$ cat src/design/mrrt_pkg.sv
package mrrt_pkg;

    localparam int CMD_W      = 3;
    localparam int IDX_W      = 3;
    localparam int PAGE_NUM_W = 20;
    localparam int PAGE_BITS  = 12;
    localparam int TYPE_W     = 2;
    localparam int REP_W      = 4;
    localparam int WORD_W     = 32;
    localparam int STATUS_W   = 2;
    localparam int ATTR_W     = 5;
    localparam int CFG_IDX_W  = 2;
    localparam int CFG_DATA_W = 8;
    localparam int MASK_W     = 8;
    localparam int CNT_W      = 4;
    localparam int IN_DATA_W  = 120;
    localparam int OUT_DATA_W = 112;

    typedef enum logic [CMD_W-1:0] {
        CMD_WRITE     = 3'd0,
        CMD_READ      = 3'd1,
        CMD_FIND_FREE = 3'd2,
        CMD_LOAD_RAW  = 3'd3,
        CMD_VALIDATE  = 3'd4
    } cmd_t;

    localparam logic [STATUS_W-1:0] STATUS_OK       = 2'd0;
    localparam logic [STATUS_W-1:0] STATUS_BAD_TYPE = 2'd1;
    localparam logic [STATUS_W-1:0] STATUS_NO_SPACE = 2'd2;

    localparam logic [TYPE_W-1:0] TYPE_WC = 2'd0;
    localparam logic [TYPE_W-1:0] TYPE_UC = 2'd1;
    localparam logic [TYPE_W-1:0] TYPE_WB = 2'd2;

    localparam logic [CFG_IDX_W-1:0] CFG_MCR_MODE      = 2'd0;
    localparam logic [CFG_IDX_W-1:0] CFG_RESERVED_MASK = 2'd1;
    localparam logic [CFG_IDX_W-1:0] CFG_RANGES_IN_USE = 2'd2;

    localparam logic [ATTR_W-1:0] ATTR_ALL     = 5'h1f;
    localparam logic [ATTR_W-1:0] ATTR_WB_CODE = 5'd25;
    localparam logic [ATTR_W-1:0] ATTR_UC      = 5'h02;
    localparam logic [ATTR_W-1:0] ATTR_OTHER   = 5'h09;

    localparam logic [CNT_W-1:0] RANGES_RESET = 4'd8;

endpackage

$ cat src/design/memory_range_register_table.sv
// Memory range register table: NUM_ENTRIES entries of a low and a high 32-bit word, driven
// by one command per input transfer (write, read, find free, load raw, validate). A command
// is captured when it is accepted and then runs in the execute step, where write, read, load
// raw, validate and unknown codes finish; find free finishes there when the preferred index
// is usable or no ranges are in use, and otherwise scans the table one entry per cycle through
// the single table read port and compare unit, examining at most NUM_ENTRIES entries (the
// ranges-in-use count, capped at NUM_ENTRIES). The input is not ready while a command is at
// work; a finished result sits in the output register, and a new command is accepted while it
// waits. A command that finishes while the output register is still full holds until it is
// taken. The table is cleared by reset in the same cycle; there is no clearing pass.
module memory_range_register_table #(
    parameter int NUM_ENTRIES = 8
) (
    input  logic                              clk,
    input  logic                              rst_n,
    // Fields from bit 0: entry_index[2:0], base_page[22:3], size_pages[42:23],
    // mem_type[44:43], replace_index[48:45], raw_low[80:49], raw_high[112:81], zero pad.
    input  logic [mrrt_pkg::IN_DATA_W-1:0]    s_tdata,
    // Fields from bit 0: command[2:0].
    input  logic [mrrt_pkg::CMD_W-1:0]        s_tuser,
    input  logic                              s_tvalid,
    output logic                              s_tready,
    // Fields from bit 0: status[1:0], found_index[4:2], base_out[24:5], size_out[44:25],
    // type_out[46:45], low_word_out[78:47], high_word_out[110:79], zero pad.
    output logic [mrrt_pkg::OUT_DATA_W-1:0]   m_tdata,
    output logic                              m_tvalid,
    input  logic                              m_tready,
    input  logic                              cfg_we,
    input  logic [mrrt_pkg::CFG_IDX_W-1:0]    cfg_index,
    input  logic [mrrt_pkg::CFG_DATA_W-1:0]   cfg_data
);
    import mrrt_pkg::*;

    localparam int AW = (NUM_ENTRIES > 1) ? $clog2(NUM_ENTRIES) : 1;
    localparam logic [CNT_W-1:0] NUM_ENTRIES_CNT = CNT_W'(NUM_ENTRIES);

    typedef enum logic [1:0] {
        ST_IDLE,
        ST_EXEC,
        ST_SCAN
    } state_t;

    state_t state_reg, state_next;
    logic [CNT_W-1:0] cnt_reg, cnt_next;

    // Captured command.
    logic [CMD_W-1:0]      cmd_reg;
    logic [IDX_W-1:0]      idx_reg;
    logic [PAGE_NUM_W-1:0] base_reg;
    logic [PAGE_NUM_W-1:0] size_reg;
    logic [TYPE_W-1:0]     type_reg;
    logic [REP_W-1:0]      rep_reg;
    logic [WORD_W-1:0]     rlo_reg;
    logic [WORD_W-1:0]     rhi_reg;

    // Configuration.
    logic                  mode_reg;
    logic [MASK_W-1:0]     rmask_reg;
    logic [CNT_W-1:0]      riu_reg;

    // Table.
    logic [WORD_W-1:0] low_mem  [NUM_ENTRIES];
    logic [WORD_W-1:0] high_mem [NUM_ENTRIES];

    // Output register.
    logic                  out_valid_reg;
    logic [STATUS_W-1:0]   out_status_reg, out_status_next;
    logic [IDX_W-1:0]      out_found_reg, out_found_next;
    logic [PAGE_NUM_W-1:0] out_base_reg, out_base_next;
    logic [PAGE_NUM_W-1:0] out_size_reg, out_size_next;
    logic [TYPE_W-1:0]     out_type_reg, out_type_next;
    logic [WORD_W-1:0]     out_low_reg, out_low_next;
    logic [WORD_W-1:0]     out_high_reg, out_high_next;

    logic              done;
    logic              tbl_we;
    logic [WORD_W-1:0] wr_low, wr_high;
    logic [IDX_W-1:0]  rd_addr;
    logic              rd_in_tbl;
    logic [WORD_W-1:0] rd_low, rd_high;
    logic [CNT_W-1:0]  max_cnt;
    logic              out_free;
    logic              pref_ok;
    logic              scan_hit;
    logic [WORD_W-1:0] enc_low, enc_high;
    logic [TYPE_W-1:0] dec_type;
    logic [ATTR_W-1:0] attr;

    assign s_tready = (state_reg == ST_IDLE);
    assign m_tvalid = out_valid_reg;
    assign m_tdata  = {1'b0, out_high_reg, out_low_reg, out_type_reg, out_size_reg,
                       out_base_reg, out_found_reg, out_status_reg};
    assign out_free = !out_valid_reg || m_tready;

    assign max_cnt = (riu_reg > NUM_ENTRIES_CNT) ? NUM_ENTRIES_CNT : riu_reg;
    assign pref_ok = !rep_reg[REP_W-1] && ({1'b0, rep_reg[REP_W-2:0]} < max_cnt);

    // The single table read port serves both read and the free-entry scan.
    assign rd_addr   = (state_reg == ST_SCAN) ? cnt_reg[IDX_W-1:0] : idx_reg;
    assign rd_in_tbl = ({1'b0, rd_addr} < NUM_ENTRIES_CNT);
    assign rd_low    = rd_in_tbl ? low_mem[rd_addr[AW-1:0]]  : '0;
    assign rd_high   = rd_in_tbl ? high_mem[rd_addr[AW-1:0]] : '0;

    // An unreserved entry is free when its address bits, so its decoded size, are zero.
    assign scan_hit = !rmask_reg[cnt_reg[IDX_W-1:0]]
                      && (rd_low[WORD_W-1:PAGE_BITS] == '0);

    always_comb
    begin
        attr = mode_reg ? ((type_reg == TYPE_UC) ? ATTR_UC : ATTR_OTHER) : ATTR_ALL;
        if (size_reg != '0)
        begin
            enc_high = {base_reg, {PAGE_BITS{1'b0}}};
            enc_low  = {PAGE_NUM_W'(~size_reg + 1'b1), {(PAGE_BITS-ATTR_W){1'b0}}, attr};
        end
        else
        begin
            enc_high = '0;
            enc_low  = '0;
        end
    end

    always_comb
    begin
        dec_type = TYPE_WC;
        if (mode_reg && rd_low[1])
            dec_type = TYPE_UC;
        if (mode_reg && (rd_low[ATTR_W-1:0] == ATTR_WB_CODE))
            dec_type = TYPE_WB;
        if (!mode_reg && (rd_low[ATTR_W-1:0] == ATTR_ALL))
            dec_type = TYPE_WB;
    end

    always_comb
    begin
        state_next      = state_reg;
        cnt_next        = cnt_reg;
        done            = 1'b0;
        tbl_we          = 1'b0;
        wr_low          = enc_low;
        wr_high         = enc_high;
        out_status_next = STATUS_OK;
        out_found_next  = '0;
        out_base_next   = '0;
        out_size_next   = '0;
        out_type_next   = TYPE_WC;
        out_low_next    = '0;
        out_high_next   = '0;
        case (state_reg)
            ST_IDLE:
            begin
                if (s_tvalid)
                    state_next = ST_EXEC;
            end
            ST_EXEC:
            begin
                case (cmd_reg)
                    CMD_WRITE:
                    begin
                        done          = out_free;
                        tbl_we        = out_free && ({1'b0, idx_reg} < NUM_ENTRIES_CNT);
                        out_low_next  = enc_low;
                        out_high_next = enc_high;
                    end
                    CMD_READ:
                    begin
                        done          = out_free;
                        out_base_next = rd_high[WORD_W-1:PAGE_BITS];
                        out_size_next = PAGE_NUM_W'(~rd_low[WORD_W-1:PAGE_BITS] + 1'b1);
                        out_type_next = dec_type;
                    end
                    CMD_FIND_FREE:
                    begin
                        if (pref_ok)
                        begin
                            done           = out_free;
                            out_found_next = rep_reg[IDX_W-1:0];
                        end
                        else if (max_cnt == '0)
                        begin
                            done            = out_free;
                            out_status_next = STATUS_NO_SPACE;
                        end
                        else
                        begin
                            state_next = ST_SCAN;
                            cnt_next   = '0;
                        end
                    end
                    CMD_LOAD_RAW:
                    begin
                        done    = out_free;
                        tbl_we  = out_free && ({1'b0, idx_reg} < NUM_ENTRIES_CNT);
                        wr_low  = rlo_reg;
                        wr_high = rhi_reg;
                    end
                    CMD_VALIDATE:
                    begin
                        done = out_free;
                        if ((type_reg != TYPE_WC) && (!mode_reg || (type_reg != TYPE_UC)))
                            out_status_next = STATUS_BAD_TYPE;
                    end
                    default:
                    begin
                        done = out_free;
                    end
                endcase
                if (done)
                    state_next = ST_IDLE;
            end
            ST_SCAN:
            begin
                if (scan_hit)
                begin
                    done           = out_free;
                    out_found_next = cnt_reg[IDX_W-1:0];
                end
                else if ((cnt_reg + 1'b1) >= max_cnt)
                begin
                    done            = out_free;
                    out_status_next = STATUS_NO_SPACE;
                end
                else
                begin
                    cnt_next = cnt_reg + 1'b1;
                end
                if (done)
                    state_next = ST_IDLE;
            end
            default:
            begin
                state_next = ST_IDLE;
            end
        endcase
    end

    always_ff @(posedge clk or negedge rst_n)
    begin
        if (!rst_n)
        begin
            state_reg      <= ST_IDLE;
            cnt_reg        <= '0;
            out_valid_reg  <= 1'b0;
            mode_reg       <= 1'b0;
            rmask_reg      <= '0;
            riu_reg        <= RANGES_RESET;
            cmd_reg        <= '0;
            idx_reg        <= '0;
            base_reg       <= '0;
            size_reg       <= '0;
            type_reg       <= '0;
            rep_reg        <= '0;
            rlo_reg        <= '0;
            rhi_reg        <= '0;
            out_status_reg <= '0;
            out_found_reg  <= '0;
            out_base_reg   <= '0;
            out_size_reg   <= '0;
            out_type_reg   <= '0;
            out_low_reg    <= '0;
            out_high_reg   <= '0;
            for (int i = 0; i < NUM_ENTRIES; i++)
            begin
                low_mem[i]  <= '0;
                high_mem[i] <= '0;
            end
        end
        else
        begin
            state_reg <= state_next;
            cnt_reg   <= cnt_next;

            if (s_tvalid && s_tready)
            begin
                cmd_reg  <= s_tuser;
                idx_reg  <= s_tdata[2:0];
                base_reg <= s_tdata[22:3];
                size_reg <= s_tdata[42:23];
                type_reg <= s_tdata[44:43];
                rep_reg  <= s_tdata[48:45];
                rlo_reg  <= s_tdata[80:49];
                rhi_reg  <= s_tdata[112:81];
            end

            if (cfg_we)
            begin
                case (cfg_index)
                    CFG_MCR_MODE:      mode_reg  <= cfg_data[0];
                    CFG_RESERVED_MASK: rmask_reg <= cfg_data;
                    CFG_RANGES_IN_USE: riu_reg   <= cfg_data[CNT_W-1:0];
                    default:           ;
                endcase
            end

            if (tbl_we)
            begin
                low_mem[idx_reg[AW-1:0]]  <= wr_low;
                high_mem[idx_reg[AW-1:0]] <= wr_high;
            end

            if (done)
            begin
                out_valid_reg  <= 1'b1;
                out_status_reg <= out_status_next;
                out_found_reg  <= out_found_next;
                out_base_reg   <= out_base_next;
                out_size_reg   <= out_size_next;
                out_type_reg   <= out_type_next;
                out_low_reg    <= out_low_next;
                out_high_reg   <= out_high_next;
            end
            else if (m_tready)
            begin
                out_valid_reg <= 1'b0;
            end
        end
    end

endmodule

$ cat config.mk
export PLATFORM = sky130hd
export DESIGN_NAME = memory_range_register_table
export DESIGN_NICKNAME = d
export VERILOG_FILES = /design/src/design/mrrt_pkg.sv /design/src/design/memory_range_register_table.sv
export SDC_FILE = /design/constraint.sdc
export NUM_CORES = 1
export LEC_CHECK = 0
export BUFFER_PORTS_ARGS = -buffer_cell sky130_fd_sc_hd__buf_2
export CORE_ASPECT_RATIO = 1.1
export CORE_MARGIN = 8
export CORE_UTILIZATION = 41
export CTS_CLUSTER_DIAMETER = 200
export DETAILED_ROUTE_END_ITERATION = 6
export GPL_TIMING_DRIVEN = 1
export PLACE_DENSITY = 0.61
export SYNTH_ARGS = -nofsm -noshare
export SYNTH_HDL_FRONTEND = slang
export SYNTH_SLANG_ARGS = --single-unit
$ cat constraint.sdc
create_clock -name clk -period 3.7 [get_ports clk]
set_clock_uncertainty 0.05 [all_clocks]
set_input_delay 0.555 -clock clk [delete_from_list [all_inputs] [get_ports clk]]
set_output_delay 0.555 -clock clk [all_outputs]
set_load 0.03 [all_outputs]
==> impl_metrics.json <==
{
  "drtPass1Iterations": 5,
  "crit_required_ns": 4.16,
  "synth_seq_cells": 567,
  "dp_hpwl_mm": 50.1,
  "cellLeakagePower_nw": 14.6,
  "cts_tree": "done",
  "cts_buffer_depth": 3,
  "min_period_over_period": 0.970,
  "final_cell_mix": "564 x dfrtp_1, 440 x nand2_1, 334 x nor2_1, 246 x a21oi_1, 222 x o21ai_0",
  "fillCellCount": 5819,
  "slew_headroom": 0.223,
  "vias_per_cell": 5.52,
  "synthCells": 2790,
  "clkTransAtPathRegs_ns": 0.06,
  "timing.rr.start": "state_reg[0]",
  "powerDensity_nw_per_um2": 1010,
  "worstMarginPinSlew_ns": 1.17,
  "grt_pass1_vias": 21700,
  "rr_worst_depth": 14,
  "fp.dieH_um": 282,
  "syn_area_per_cell_um2": 9.44,
  "cts_root_buffer": "clkbuf_16",
  "yosysSeqAreaShare": 0.539,
  "synthArstFlopShare": 1.00,
  "antenna_found_initial": 3,
  "totalWireLength_mm": 77.8,
  "report.final.slew_viol_count": 0,
  "min_to": "base_reg[13]",
  "final.min_clock_period_ns": 3.59,
  "final_util": 0.496,
  "startpoint_type": "flip-flop",
  "finalNetCount": 3147,
  "route.vias.total": 21400,
  "end_kind": "flip-flop",
  "grt_max_degree": 91,
  "io_pins": 252,
  "fin_area_um2": 31500,
  "die_x_um": 258,
  "worstPathArrival_ns": 4.05,
  "total_power_mw": 31.8,
  "drive_gt1_frac": 0.203,
  "grtUsageTotal": 0.211,
  "reg2reg_to": "out_base_reg[8]",
  "cts_buffers": 60,
  "cts_sinks": 567,
  "cts_max_level": 2,
  "hold_path_depth": 2,
  "regToRegSetupSlack_ns": 0.11,
  "multiInputGateArea_um2": 11400,
  "area_growth_pct": 19.7,
  "insertion_delay_ns": 0.64,
  "start_util": 0.414,
  "detail-route-antenna-nets": 0,
  "crit_type": "flip-flop to flip-flop",
  "finalSetupViolCount": 0,
  "grt_pass1_wl_mm": 123,
  "synth_enable_flop_cells": 0,
  "largest_register_ffs": 200,
  "drv_cap": 0,
  "yosysUniqueCellTypes": 62,
  "port-buffer-count": 205,
  "hold_path.class": "primary input to flip-flop",
  "gp_congestion": 0.868,
  "grt-ovfl-total": 0,
  "yosys_warnings": 0,
  "finalHoldViolations": 0,
  "ys.flop_type": "dfrtp_1",
  "layout_commonest_cell": "dfrtp_1",
  "drt-initial-drc-count": 1818,
  "ir_drop_v": 0.000579,
  "drc_errors": 0,
  "seq_area_um2": 14200,
  "wl_per_cell_um": 20.0,
  "status": "finished, final reports clean",
  "dieArea_um2": 72600,
  "syn_area_um2": 26300,
  "coreArea_um2": 63600,
  "worstHoldStart": "s_tdata[16]",
  "fmax_mhz": 279,
  "num_rows": 97,
  "worst-path-max-fanout": 23,
  "placed_area_um2": 28900
}
==> metrics by stage <==
| stage | cells | setup WS [ns] | hold slack [ns] | TNS (ns) |
|---|---|---|---|---|
| 6_report | 3887 | 0.111 | 0.103 | 0 |
| 5_1_grt | 3887 | -0.0109 | 0.0799 | -0.0192 |
| 4_1_cts | 3884 | 0.00950 | 0.0694 | 0 |
| 3_5_place_dp | 3763 | -0.136 | 0.419 | -6.84 |
| 3_3_place_gp | 3763 | -0.0335 | 0.409 | -0.773 |
| 2_1_floorplan | 2809 | 0.0284 | 0.209 | 0 |
==> critical path, stage by stage, from the launching register on <==
cell and delay (ns):
dfrtp_1 0.39, inv_2 0.08, ha_4 0.16, buf_12 0.15, mux2_4 0.37, mux4_2 0.44
nand2_1 0.08, nand2_1 0.10, a21oi_2 0.20, o2111ai_2 0.21, nor4_4 0.39, a21oi_4 0.11
buf_12 0.18, buf_12 0.16, mux2_1 0.35
==> area by class of cell <==
cell class                 count  share of cell area
clock buffer                  81              0.0536
sequential                   567               0.450
tap                          841              0.0334
timing repair buffer         349              0.0796
clock inverter                28              0.0176
antenna                        2            0.000159
inverter                      28             0.00333
multi-input combinational   1991               0.362
==> timing repair <==
| item | CTS | global route |
|---|---|---|
| setup endpoints to repair | 92 | 125 |
| pin swaps | 9 | 2 |
| endpoints found under the hold margin | 77 | 0 |
| cloned | 2 | 0 |
| hold buffers | 1 | 0 |
| gates resized for setup | 23 | 17 |
| setup buffers | 9 | 1 |
==> power by group <==
part | leakage [nW] | internal (mW) | switching [mW]
combinational | 6.48 | 5.56 | 8.81
sequential | 7.02 | 8.91 | 1.74
clock | 1.10 | 4.24 | 2.56
total | 14.6 | 18.7 | 13.1
==> worst max-delay path by stage <==
stage	from	slack, ns	end	cells past startpoint
5_1_grt	state_reg[0]	-0.01	out_base_reg[8]	17
3_5_place_dp	state_reg[0]	-0.14	out_base_reg[8]	12
6_report	state_reg[0]	0.11	out_base_reg[8]	14
2_1_floorplan	cnt_reg[0]	0.03	out_low_reg[3]	16
4_1_cts	state_reg[0]	0.009	out_base_reg[8]	18
3_3_place_gp	state_reg[0]	-0.03	out_base_reg[8]	12
==> cell families (layout without fill, tap and decap cells) <==
logic type / Yosys count / count (layout) / synth area share
buffers and inverters: 251 / 486 / 0.0403
adders and majority gates: 12 / 12 / 0.00570
and+or+nand+nor: 1078 / 1078 / 0.175
AOI/OAI and AO/OA: 637 / 637 / 0.136
xor gates and xnor gates: 32 / 32 / 0.0106
DFF: 567 / 567 / 0.539
other: 1 / 22 / 0.000142
muxes: 212 / 212 / 0.0932
==> cells in the mapped netlist (all sizes together) (2+ instances only) <==
master / instances / area share
dfrtp: 566 / 0.54
nand2: 443 / 0.063
nor2: 337 / 0.048
a21oi: 253 / 0.048
o21ai: 225 / 0.043
mux2: 186 / 0.080
clkbuf: 162 / 0.023
nand3: 149 / 0.028
buf: 61 / 0.013
and3: 56 / 0.013
o22ai: 56 / 0.013
nor3: 29 / 0.0055
inv: 28 / 0.0040
a22oi: 26 / 0.0074
xnor2: 19 / 0.0063
mux2i: 18 / 0.0068
nor4: 14 / 0.0041
a211o: 13 / 0.0043
o31ai: 13 / 0.0037
xor2: 13 / 0.0043
ha: 12 / 0.0057
a31oi: 11 / 0.0026
nand4: 9 / 0.0021
mux4: 8 / 0.0068
nand2b: 8 / 0.0019
nor3b: 6 / 0.0017
a21o: 5 / 0.0014
nand3b: 5 / 0.0014
o21a: 5 / 0.0014
or3: 5 / 0.0012
a221oi: 4 / 0.0013
a32o: 4 / 0.0015
nor2b: 4 / 0.00095
o2111ai: 4 / 0.0013
or4: 4 / 0.0011
nor4b: 3 / 0.0010
o21bai: 3 / 0.00086
or2: 3 / 0.00071
a211oi: 2 / 0.00057
a32oi: 2 / 0.00067
and2: 2 / 0.00048
o211ai: 2 / 0.00057
o221ai: 2 / 0.00067
==> layer usage <==
metal  GRT usage  part of all wire  up-vias
met5           0                 0        -
met4      0.0754             0.037        0
met3      0.0300             0.055      158
met2       0.372              0.50      673
met1       0.264              0.41    10600
li1            -                 -    10000
No activity file was read; power rests on OpenSTA's default activity.
